[config.mk]
export PLATFORM = sky130hd
export DESIGN_NAME = wildcard_star_pattern_matcher_flat
export DESIGN_NICKNAME = d
export VERILOG_FILES = /design/src/design/wspm_pkg.sv /design/src/design/wspm_if.sv /design/src/design/wildcard_star_pattern_matcher.sv /design/src/design/wspm_cell.sv /design/src/flat_wrapper.sv
export SDC_FILE = /design/constraint.sdc
export NUM_CORES = 1
export LEC_CHECK = 0
export ABC_AREA = 1
export BUFFER_PORTS_ARGS = -buffer_cell sky130_fd_sc_hd__buf_4
export CAP_MARGIN = 20
export CORE_MARGIN = 4
export CORE_UTILIZATION = 48
export DETAILED_ROUTE_END_ITERATION = 10
export PLACE_DENSITY = 0.62
export SYNTH_ARGS = -nofsm -noshare
export SYNTH_HDL_FRONTEND = slang
export SYNTH_SLANG_ARGS = --single-unit
[constraint.sdc]
create_clock -name clk -period 13.8 [get_ports clk]
set_clock_uncertainty 0.05 [all_clocks]
set_input_delay 0.69 -clock clk [delete_from_list [all_inputs] [get_ports clk]]
set_output_delay 0.69 -clock clk [all_outputs]
set_load 0.03 [all_outputs]
[src/design/wspm_pkg.sv]
// Package for the wildcard star pattern matcher.
// Holds the operation codes, the special pattern bytes and the cell link types.
// Depends on nothing; every other file of the block imports it.
`timescale 1ns / 1ps

package wspm_pkg;

	typedef enum logic [1:0] {
		OP_CLEAR   = 2'd0,
		OP_APPEND  = 2'd1,
		OP_SUBJECT = 2'd2,
		OP_END     = 2'd3
	} op_t;

	localparam logic [7:0] DOT_BYTE  = 8'h2E;
	localparam logic [7:0] STAR_BYTE = 8'h2A;

	typedef struct packed {
		logic       clear;
		logic       append;
		logic       step;
		logic       rewind;
		logic [7:0] sym;
	} ctrl_t;

	typedef struct packed {
		logic origin;
		logic nxt;
		logic nxt_prev;
		logic cur;
		logic empty;
		logic empty_prev;
		logic hit;
	} link_t;

endpackage

[src/design/wspm_if.sv]
// Handshake channels of the wildcard star pattern matcher.
// Command words carry operation and symbol; result words carry the match outcome.
// Depends on wspm_pkg.
`timescale 1ns / 1ps

interface wspm_cmd_if
	import wspm_pkg::*;
();
	logic       valid;
	logic       ready;
	op_t        operation;
	logic [7:0] symbol;

	modport source (output valid, output operation, output symbol, input ready);
	modport sink (input valid, input operation, input symbol, output ready);
endinterface

interface wspm_res_if;
	logic valid;
	logic ready;
	logic matched;
	logic pattern_overflow;

	modport source (output valid, output matched, output pattern_overflow, input ready);
	modport sink (input valid, input matched, input pattern_overflow, output ready);
endinterface

[src/design/wildcard_star_pattern_matcher.sv]
// Top level of the wildcard star pattern matcher: command decode, row origin and result register.
// Depends on wspm_pkg, wspm_if and wspm_cell.
`timescale 1ns / 1ps

// Command words are decoded as they are accepted: a row of MAX_PATTERN cells, one per pattern
// position, updates the whole match row in the cycle a subject byte is accepted, and the
// ripple of star positions through that row sets the longest path. An end word loads the
// registered result word, which is valid in the next cycle; commands stall only while that
// result word is still held and the consumer is not ready. Clear, end and stored append words
// rewind the row; an append dropped on a full pattern leaves the row as it is.
// Pattern bytes beyond MAX_PATTERN are dropped and raise pattern_overflow until a clear.
module wildcard_star_pattern_matcher
	import wspm_pkg::*;
#(
	parameter int MAX_PATTERN = 32
) (
	input  logic              clk,
	input  logic              arst_n,
	wspm_cmd_if.sink          cmd,
	wspm_res_if.source        res
);

	localparam int LW = $clog2(MAX_PATTERN + 1);

	logic [LW-1:0]        len_q;
	logic                 ovf_q;
	logic                 cur0_q;
	logic                 res_valid_q;
	logic                 res_matched_q;
	logic                 res_ovf_q;
	logic                 acc;
	logic                 full;
	ctrl_t                ctrl;
	link_t                links [MAX_PATTERN+1];
	logic [MAX_PATTERN:0] row;

	assign cmd.ready = !res_valid_q || res.ready;
	assign acc       = cmd.valid && cmd.ready;
	assign full      = (len_q == LW'(MAX_PATTERN));

	always_comb begin
		ctrl.clear  = 1'b0;
		ctrl.append = 1'b0;
		ctrl.step   = 1'b0;
		ctrl.rewind = 1'b0;
		ctrl.sym    = cmd.symbol;
		if (acc) begin
			unique case (cmd.operation)
				OP_CLEAR:   ctrl.clear  = 1'b1;
				OP_APPEND:  ctrl.append = !full;
				OP_SUBJECT: ctrl.step   = 1'b1;
				OP_END:     ctrl.rewind = 1'b1;
				default:    ctrl.rewind = 1'b0;
			endcase
		end
	end

	assign links[0].origin     = 1'b1;
	assign links[0].nxt        = 1'b0;
	assign links[0].nxt_prev   = 1'b0;
	assign links[0].cur        = cur0_q;
	assign links[0].empty      = 1'b1;
	assign links[0].empty_prev = 1'b0;
	assign links[0].hit        = 1'b0;
	assign row[0]              = cur0_q;

	for (genvar k = 1; k <= MAX_PATTERN; k++) begin : g_cell
		wspm_cell #(
			.LW  (LW),
			.IDX (k)
		) u_cell (
			.clk    (clk),
			.arst_n (arst_n),
			.ctrl   (ctrl),
			.len    (len_q),
			.left   (links[k-1]),
			.right  (links[k])
		);
		assign row[k] = links[k].cur;
	end

	always_ff @(posedge clk or negedge arst_n) begin
		if (!arst_n) begin
			len_q  <= '0;
			ovf_q  <= 1'b0;
			cur0_q <= 1'b1;
		end else if (ctrl.clear) begin
			len_q  <= '0;
			ovf_q  <= 1'b0;
			cur0_q <= 1'b1;
		end else if (acc && (cmd.operation == OP_APPEND)) begin
			if (full) begin
				ovf_q <= 1'b1;
			end else begin
				len_q  <= len_q + LW'(1);
				cur0_q <= 1'b1;
			end
		end else if (ctrl.step) begin
			cur0_q <= 1'b0;
		end else if (ctrl.rewind) begin
			cur0_q <= 1'b1;
		end
	end

	always_ff @(posedge clk or negedge arst_n) begin
		if (!arst_n) begin
			res_valid_q <= 1'b0;
		end else if (ctrl.rewind) begin
			res_valid_q <= 1'b1;
		end else if (res.ready) begin
			res_valid_q <= 1'b0;
		end
	end

	always_ff @(posedge clk) begin
		if (ctrl.rewind) begin
			res_matched_q <= !ovf_q && row[len_q];
			res_ovf_q     <= ovf_q;
		end
	end

	assign res.valid            = res_valid_q;
	assign res.matched          = res_matched_q;
	assign res.pattern_overflow = res_ovf_q;

`ifndef ASSERT_OFF
	a_clear_empties: assert property (@(posedge clk) disable iff (!arst_n)
		(acc && (cmd.operation == OP_CLEAR)) |=> (len_q == '0 && !ovf_q && cur0_q))
		else $error("clear word did not empty the pattern");

	a_result_from_end: assert property (@(posedge clk) disable iff (!arst_n)
		$rose(res_valid_q) |-> $past(acc && (cmd.operation == OP_END)))
		else $error("result word without an end word");

	a_no_match_on_overflow: assert property (@(posedge clk) disable iff (!arst_n)
		res_valid_q |-> !(res_matched_q && res_ovf_q))
		else $error("match reported while the pattern overflowed");

	a_subject_clears_origin: assert property (@(posedge clk) disable iff (!arst_n)
		(acc && (cmd.operation == OP_SUBJECT)) |=> !cur0_q)
		else $error("row origin still set after a subject byte");

	a_overflow_only_when_full: assert property (@(posedge clk) disable iff (!arst_n)
		$rose(ovf_q) |-> $past(acc && (cmd.operation == OP_APPEND) && full))
		else $error("overflow raised without an append to a full pattern");
`endif

endmodule

[src/design/wspm_cell.sv]
// One pattern position of the matcher: its pattern byte and its two row bits.
// Takes the link from its left neighbor and hands its own link to the right.
// Depends on wspm_pkg.
`timescale 1ns / 1ps

module wspm_cell
	import wspm_pkg::*;
#(
	parameter int LW  = 6,
	parameter int IDX = 1
) (
	input  logic          clk,
	input  logic          arst_n,
	input  ctrl_t         ctrl,
	input  logic [LW-1:0] len,
	input  link_t         left,
	output link_t         right
);

	logic [7:0] pat_q;
	logic       empty_q;
	logic       cur_q;
	logic       active;
	logic       load;
	logic       is_star;
	logic       hit;
	logic       nxt;
	logic       empty_new;

	assign active    = (len >= LW'(IDX));
	assign load      = ctrl.append && (len == LW'(IDX - 1));
	assign is_star   = (pat_q == STAR_BYTE);
	assign hit       = (pat_q == DOT_BYTE) || (!is_star && (pat_q == ctrl.sym));
	assign empty_new = (ctrl.sym == STAR_BYTE) && !left.origin
		&& (left.empty || left.empty_prev);

	always_comb begin
		if (!active) begin
			nxt = 1'b0;
		end else if (is_star) begin
			nxt = left.nxt || left.nxt_prev || (cur_q && left.hit);
		end else begin
			nxt = left.cur && hit;
		end
	end

	always_ff @(posedge clk) begin
		if (load) begin
			pat_q <= ctrl.sym;
		end
	end

	always_ff @(posedge clk or negedge arst_n) begin
		if (!arst_n) begin
			empty_q <= 1'b0;
			cur_q   <= 1'b0;
		end else if (ctrl.clear) begin
			empty_q <= 1'b0;
			cur_q   <= 1'b0;
		end else if (load) begin
			empty_q <= empty_new;
			cur_q   <= empty_new;
		end else if (ctrl.append || ctrl.rewind) begin
			cur_q <= empty_q;
		end else if (ctrl.step) begin
			cur_q <= nxt;
		end
	end

	assign right.origin     = 1'b0;
	assign right.nxt        = nxt;
	assign right.nxt_prev   = left.nxt;
	assign right.cur        = cur_q;
	assign right.empty      = empty_q;
	assign right.empty_prev = left.empty;
	assign right.hit        = hit;

endmodule
[src/flat_wrapper.sv]
// flat-port wrapper written by rule: the top's interface ports become plain ports
module wildcard_star_pattern_matcher_flat import wspm_pkg::*;
#(
	parameter int MAX_PATTERN = 32
)
  (clk, arst_n, cmd_valid, cmd_operation, cmd_symbol, cmd_ready, res_valid, res_matched, res_pattern_overflow, res_ready);
  wspm_cmd_if cmd_i ();
  wspm_res_if res_i ();
  input  logic clk;
  input  logic arst_n;
  input wire logic [$bits(cmd_i.valid)-1:0] cmd_valid;
  input wire logic [$bits(cmd_i.operation)-1:0] cmd_operation;
  input wire logic [$bits(cmd_i.symbol)-1:0] cmd_symbol;
  output wire logic [$bits(cmd_i.ready)-1:0] cmd_ready;
  output wire logic [$bits(res_i.valid)-1:0] res_valid;
  output wire logic [$bits(res_i.matched)-1:0] res_matched;
  output wire logic [$bits(res_i.pattern_overflow)-1:0] res_pattern_overflow;
  input wire logic [$bits(res_i.ready)-1:0] res_ready;
  assign cmd_i.valid = cmd_valid;
  assign cmd_i.operation = cmd_operation;
  assign cmd_i.symbol = cmd_symbol;
  assign cmd_ready = cmd_i.ready;
  assign res_valid = res_i.valid;
  assign res_matched = res_i.matched;
  assign res_pattern_overflow = res_i.pattern_overflow;
  assign res_i.ready = res_ready;
  wildcard_star_pattern_matcher #(.MAX_PATTERN(MAX_PATTERN)) u_core (.clk(clk), .arst_n(arst_n), .cmd(cmd_i), .res(res_i));
endmodule
## After elaboration in Yosys (flattened, before gate mapping)

Cells that the tools add are included.

- Memories: 0
- RAM bits: 0
- Bits in read-only memories: 0
- Bits in latches: 0
- Logic and storage cells: 939
- Bits of input ports: 14
- Bits in registers: 331
- Output and inout port bits: 4

- Multiply operators: 0
- Reduce and logical (&&, ||, !) cells: 393
- Order comparisons: 33
- Bitwise logic cells: 0
- Shifts and indexed selects: 0
- Eq/ne operators: 134
- Muxes and demuxes: 276
- Divide/modulo/power cells: 0
- Add/subtract/negate cells: 1

Operator list:

| operator | number |
|---|---|
| 8-bit by 6-bit == test with 1-bit output, second input constant | 65 |
| 1-bit two-way mux | 271 |
| 8-bit == test | 32 |
| 1-bit logical AND | 160 |
| 4-bit nonzero test | 33 |
| 1-bit logical OR | 125 |
| 6-bit by 5-bit == test with 1-bit output, second input constant | 16 |
| 6-bit by 5-bit >= comparator with 1-bit output, second input constant | 16 |
| 2-bit nonzero test | 35 |
| 6-bit by 4-bit == test with 1-bit output, second input constant | 8 |
| 6-bit by 4-bit >= comparator with 1-bit output, second input constant | 8 |
| 1-bit logical NOT | 35 |
| 6-bit by 3-bit == test with 1-bit output, second input constant | 4 |
| 6-bit by 3-bit >= comparator with 1-bit output, second input constant | 4 |
| 6-bit two-way mux | 3 |
| 6-bit by 2-bit == test with 1-bit output, second input constant | 2 |
| 6-bit by 2-bit >= comparator with 1-bit output, second input constant | 2 |
| 6-bit by 7-bit < comparator with 1-bit output, second input constant | 1 |
| 6-bit by 1-bit adder with 6-bit output, second input constant | 1 |
| 1-bit binary-select mux with 6-bit select | 1 |
| 6-bit by 1-bit == test with 1-bit output, second input constant | 1 |
| 6-bit == test, second input constant | 1 |
| 6-bit by 1-bit >= comparator with 1-bit output, second input constant | 1 |
| 6-bit >= comparator, second input constant | 1 |
| 8 further kinds | 11 |

## Depth between registers and ports, before layout

- Depth after elaboration: 134
- Mapped depth: 75
- Depth with buffers taken out: 73

## Hierarchy

From an unflattened synthesis, not the netlist that was laid out.

- Cell total of the unflattened synthesis: 3218
- Area total of the unflattened synthesis: 23657.7 um2

Modules (own cells, without submodules):

| module | cells each | times used | sequential area each (um2) | area each (um2) |
|---|---|---|---|---|
| wspm_cell (u_core.g_cell[12].u_cell ...) | 95 | 2 | 290.3 | 704.4 |
| wspm_cell (u_core.g_cell[18].u_cell ...) | 96 | 2 | 290.3 | 704.4 |
| wildcard_star_pattern_matcher | 162 | 1 | 286.5 | 982.2 |
| wspm_cell (u_core.g_cell[21].u_cell) | 95 | 1 | 290.3 | 733.2 |
| wspm_cell (u_core.g_cell[22].u_cell) | 97 | 1 | 290.3 | 730.7 |
| wspm_cell (u_core.g_cell[23].u_cell) | 95 | 1 | 290.3 | 730.7 |
| wspm_cell (u_core.g_cell[19].u_cell) | 99 | 1 | 290.3 | 725.7 |
| wspm_cell (u_core.g_cell[15].u_cell) | 95 | 1 | 290.3 | 721.9 |
| wspm_cell (u_core.g_cell[10].u_cell) | 95 | 1 | 290.3 | 718.2 |
| wspm_cell (u_core.g_cell[7].u_cell) | 97 | 1 | 290.3 | 718.2 |
| wspm_cell (u_core.g_cell[11].u_cell) | 105 | 1 | 290.3 | 716.9 |
| wspm_cell (u_core.g_cell[1].u_cell) | 100 | 1 | 290.3 | 716.9 |
| wspm_cell (u_core.g_cell[31].u_cell) | 105 | 1 | 290.3 | 714.4 |
| wspm_cell (u_core.g_cell[27].u_cell) | 95 | 1 | 290.3 | 713.2 |
| +17 rows | -- | -- | -- | -- |

## Worst setup path after synthesis

Ideal clock, no wire load.

- Path kind: register -> register
- From: reg u_core.len_q[0]
- To: reg u_core.g_cell[32].u_cell.cur_q
- Stages on the path, launching flop included: 76
- Period minus slack after synthesis: 5.558 ns
- Arrival: 5.392 ns
- Slack: 8.242 ns
- Required time: 13.634 ns
- Cell sequence: dfrtp_1 > clkbuf_1 > inv_1 > clkbuf_1 > ha_1 > inv_1 > nor2_1 > nand2_1 > nand3_1 > inv_2 > nand2_1 > nand2_1 > nor2_1 > nand2_2 > nand2_2 > nand2_2 > nand2_2 > nand2_2 > [40 not listed] > nand2_2 > nand2_2 > nand2_2 > nand2_2 > nand2_2 > nand2_2 > nand2_2 > nand2_2 > nand2_2 > nand2_2 > nand2_1 > nand2_1 > nand2_1 > nand2_1 > nand2_1 > nand2_1 > nand2_1 > nand2_1

- Longest elaborated chain between the ends: 129

Ends and longest elaborated chain:

| element | RTL line | text |
|---|---|---|
| start: declaration | wildcard_star_pattern_matcher.sv:25 | `logic [LW-1:0] len_q;` |
| start signal: assignment | wildcard_star_pattern_matcher.sv:95 | `len_q <= len_q + LW'(1);` |
| 6-bit by 1-bit >= comparator with 1-bit output | wspm_cell.sv:30 | `assign active = (len >= LW'(IDX));` |
| 1-bit two-way mux | wspm_cell.sv:38 | `if (!active) begin` |
| 1-bit logical OR | wspm_cell.sv:41 | `nxt = left.nxt \|\| left.nxt_prev \|\| (cur_q && left.hit);` |
| 1-bit two-way mux | wspm_cell.sv:40 | `end else if (is_star) begin` |
| 1-bit two-way mux | wspm_cell.sv:38 |  |
| 1-bit logical OR (2 in series) | wspm_cell.sv:41 |  |
| 1-bit two-way mux | wspm_cell.sv:40 |  |
| 1-bit two-way mux | wspm_cell.sv:38 |  |
| [111 not listed] | -- |  |
| 1-bit two-way mux | wspm_cell.sv:38 |  |
| 1-bit logical OR (2 in series) | wspm_cell.sv:41 |  |
| 1-bit two-way mux | wspm_cell.sv:40 |  |
| 1-bit two-way mux | wspm_cell.sv:38 |  |
| 1-bit two-way mux | wspm_cell.sv:65 | `end else if (ctrl.step) begin` |
| 1-bit two-way mux | wspm_cell.sv:63 | `end else if (ctrl.append \|\| ctrl.rewind) begin` |
| 1-bit two-way mux | wspm_cell.sv:60 | `end else if (load) begin` |
| 1-bit two-way mux | wspm_cell.sv:57 | `end else if (ctrl.clear) begin` |
| end signal: assignment | wspm_cell.sv:62 | `cur_q <= empty_new;` |
| end signal: assignment | wspm_cell.sv:64 | `cur_q <= empty_q;` |
| end signal: assignment | wspm_cell.sv:66 | `cur_q <= nxt;` |
| end: declaration | wspm_cell.sv:22 | `logic cur_q;` |

Parallel ways exist; a longest one is shown, timed or not. The select of a mux whose other input is x is not followed.
A chain may end at the register's enable or synchronous reset.

## Worst setup path in the final report

- From: reg u_core.len_q[1]
- To: reg u_core.g_cell[32].u_cell.cur_q

Same word-level chain as after synthesis.

==> flow_summary.yaml <==
worst_setup_path:
  endpoint_kind: "flip-flop"
  path_common_cell: "nand2_2"
  slowest_stage: "dfrtp_1"
  critPathKind: "reg2reg"
  cp_slowest_stage_delay_ps: 770
  r2r_start: "u_core.len_q[1]"
  worst-path-buf-inv: 2
  crit_family: "simple AND/OR/NAND/NOR gates"
  crit_start: "u_core.len_q[1]"
  cp.arrival_ps: 7490
  r2r_cells: 68
  worst_setup_path_start_kind: "flip-flop"
  critical_path_peak_fanout: 15
  r2r_setup_slack_ps: 6680
  crit_cells: 68
  r2r-end: "u_core.g_cell[32].u_cell.cur_q"
  cp.required_ps: 14170
pwr:
  power_leakage_nw: 7.34
  vdd_drop_max_uv: 89.7
  power_density_nw_per_um2: 120
  combinationalPowerShare_pct: 9.1
  clkPwrFrac_pct: 43.3
  p_int_mw: 1.76
  seqPwrFrac_pct: 47.7
  switching_share_pct: 24.3
  p_switching_mw: 0.567
finish:
  nets: 1842
  fillers: 3097
  n_antenna_cell: 0
  multi_input_area_sq_um: 6860
  drive_gt1_share_pct: 9.51
  layoutNonFillerInstCount: 2312
  seqCellArea_sq_um: 9550
  syn_to_final_growth_pct: 10.5
timing:
  hold_viol: 0
  setup_viol: 0
  max_freq_mhz: 141
  fin_crit_sh_pct: 51.6
  maxSlewViolCount: 0
  worst_slew_pin_slew_ps: 1120
  rsz0062_at_grt: "no"
  relSlewSlack_pct: 25.1
  period_needed_ps: 7120
  tns_ps: 0
run_status:
  run_status: "finished clean"
die:
  coreArea_sq_um: 35900
  rows: 69
  die_w_um: 200
  die-area_sq_um: 39900
  initial_core_util_pct: 49.1
  die_y_um: 200
  io_pins: 18
yosys:
  synth_compound_area_share_pct: 10.2
  synth_cell_type_count: 59
  synth_flop_cell: "edfxtp_1"
  yosysMostFrequentCell: "edfxtp_1"
  yosys.area_share.xor_xnor_pct: 11.4
  yosysTopAreaCellShare_pct: 43.9
  ys_seq_area_share_pct: 54.2
  synth_mux_area_share_pct: 0
  async_flop_share_pct: 21.8
  ys_top_cells_by_count: "edfxtp_1, inv_1, nand2_1"
  yosys_warnings: 0
  synth_edf_count: 258
  syn_nets: 1820
  synth.avg_cell_area_sq_um: 9.79
  synth.area.top_cells: "edfxtp_1, dfrtp_1, xor2_1, inv_1, nand2_1"
  syn_inst: 1801
  ys_ff_latch: 330
  synth_simple_gate_area_share_pct: 16.8
  synth_adder_area_share_pct: 0.355
  synth_top_area_cell: "edfxtp_1"
  synth_top_family_by_area: "simple AND/OR/NAND/NOR gates"
  syn_area_sq_um: 17600
clock_network:
  root_buffer: "clkbuf_16"
  clock_latency_ps: 540
  postCtsResizedCells: 0
  h-tree-depth: 2
  cts.reportedPaths.clkPinSlew_ps: 60
  cts_buffers: 37
  ctsHoldBuffers: 0
  cts_setup_buffers: 0
  cts.sinks: 330
  cts_max_path_buffers: 3
  tritoncts: "yes"
route:
  wl_per_cell_um: 19.1
  drt_iter0_drc: 873
  firstDrtPassIters: 5
  avgViaCountPerCell: 5.62
  drc: 0
  wirelength_um: 44200
  vias: 13000
  antenna_left: 0
global_routing:
  grt_overflow: 0
  use_met3_pct: 3.83
  grt_pass1_wl_um: 70900
  grt_pass1_vias: 13000
  globalRouteMet1Util_pct: 31.2
  top_usage_layer: "met2"
  grtUsageMet2_pct: 37.0
  grt_max_degree: 73
  grt_use_total_pct: 22.5
  antenna_found_initial: 0
placement:
  dp_hpwl_um: 30200
  portBuffers: 17
  gp_congestion: 0.915
  place_inst: 2244
hold_path:
  hold_class: "in2async"
job:
  drv_cap: 0
==> worst reg2reg max path, delay by kind of cell, from the launching register on <==
family | cells | cell delay, ps
compound gates | 2 | 360
fa+ha+maj | 1 | 380
buf+inv | 2 | 590
flops | 1 | 770
simple gates | 63 | 4860
==> per-layer routing <==
metal / share of wire, % / routed length (um) / up-vias
met1: 45 / 20000 / 6356
met4: 2.0 / 866 / 0
met5: 0 / 0 / -
li1: - / - / 6215
met3: 5.6 / 2500 / 62
met2: 47 / 20800 / 349
==> worst max-delay path by stage <==
stage                                                end  slack (ps)
after CTS                 u_core.g_cell[32].u_cell.cur_q        6750
final                     u_core.g_cell[32].u_cell.cur_q        6680
after detailed placement  u_core.g_cell[32].u_cell.cur_q        6790
after global routing      u_core.g_cell[32].u_cell.cur_q        5830
after global placement    u_core.g_cell[32].u_cell.cur_q        7140
after floorplan           u_core.g_cell[32].u_cell.cur_q        8240
==> final cells by class <==
cell class | count | area share (%)
Multi-Input combinational cell | 1165 | 35.2
Clock buffer | 51 | 5.60
Clock inverter | 16 | 0.841
Sequential cell | 330 | 49.0
Tap cell | 461 | 2.96
Timing Repair Buffer | 40 | 1.58
Inverter | 249 | 4.85
==> stage by stage <==
step	hold slack, ps	utilization [%]	power [mW]	setup slack, ps	instance area, sq um
after floorplan	344	-	1.26	8240	17600
after global placement	454	50.7	1.34	7140	18200
after detailed placement	471	50.7	1.34	6790	18200
after CTS	296	54.2	2.36	6750	19500
after global routing	335	54.3	2.42	5830	19500
final	246	54.3	2.33	6680	19500
==> power groups by stage <==
| stage | logic [mW] | registers [mW] | clock network (mW) |
|---|---|---|---|
| 6_report | 0.211 | 1.11 | 1.01 |
| 5_1_grt | 0.234 | 1.11 | 1.07 |
| 4_1_cts | 0.211 | 1.11 | 1.03 |
| 3_5_place_dp | 0.210 | 1.13 | 0 |
| 3_3_place_gp | 0.207 | 1.13 | 0 |
| 2_1_floorplan | 0.138 | 1.13 | 0 |
==> cell families after synthesis <==
logic type | Yosys count
DFF | 330
and+or+nand+nor | 637
AOI/OAI and AO/OA | 293
xor gates and xnor gates | 230
adders and majority gates | 5
buffers and inverters | 306
==> cells in the final DEF, fill, tap and decap left out, drive strengths merged, types with 34 or more instances in the layout <==
cell / Yosys / routed
edfxtp: 258 / 258
inv: 243 / 245
buf: 31 / 40
a21oi: 130 / 130
nand2: 273 / 273
clkbuf: 26 / 51
nor3: 34 / 34
xor2: 193 / 193
xnor2: 37 / 37
nand3: 34 / 34
nor4: 74 / 74
nor2: 166 / 166
dfrtp: 71 / 71
a211oi: 34 / 34
o21ai: 61 / 61
nand4: 42 / 42
==> sequential cells by signal, summed over array words and instances (netlist names) <==
| register | cells |
|---|---|
| u_core.ovf_q | 1 |
| u_core.g_cell.u_cell.cur_q | 32 |
| u_core.len_q | 6 |
| u_core.g_cell.u_cell.empty_q | 31 |
| u_core.res.valid | 1 |
| u_core.res.matched | 1 |
| u_core.g_cell.u_cell.pat_q | 256 |
| u_core.cur0_q | 1 |
| u_core.res.pattern_overflow | 1 |
No activity file was read; power rests on OpenSTA's default activity.
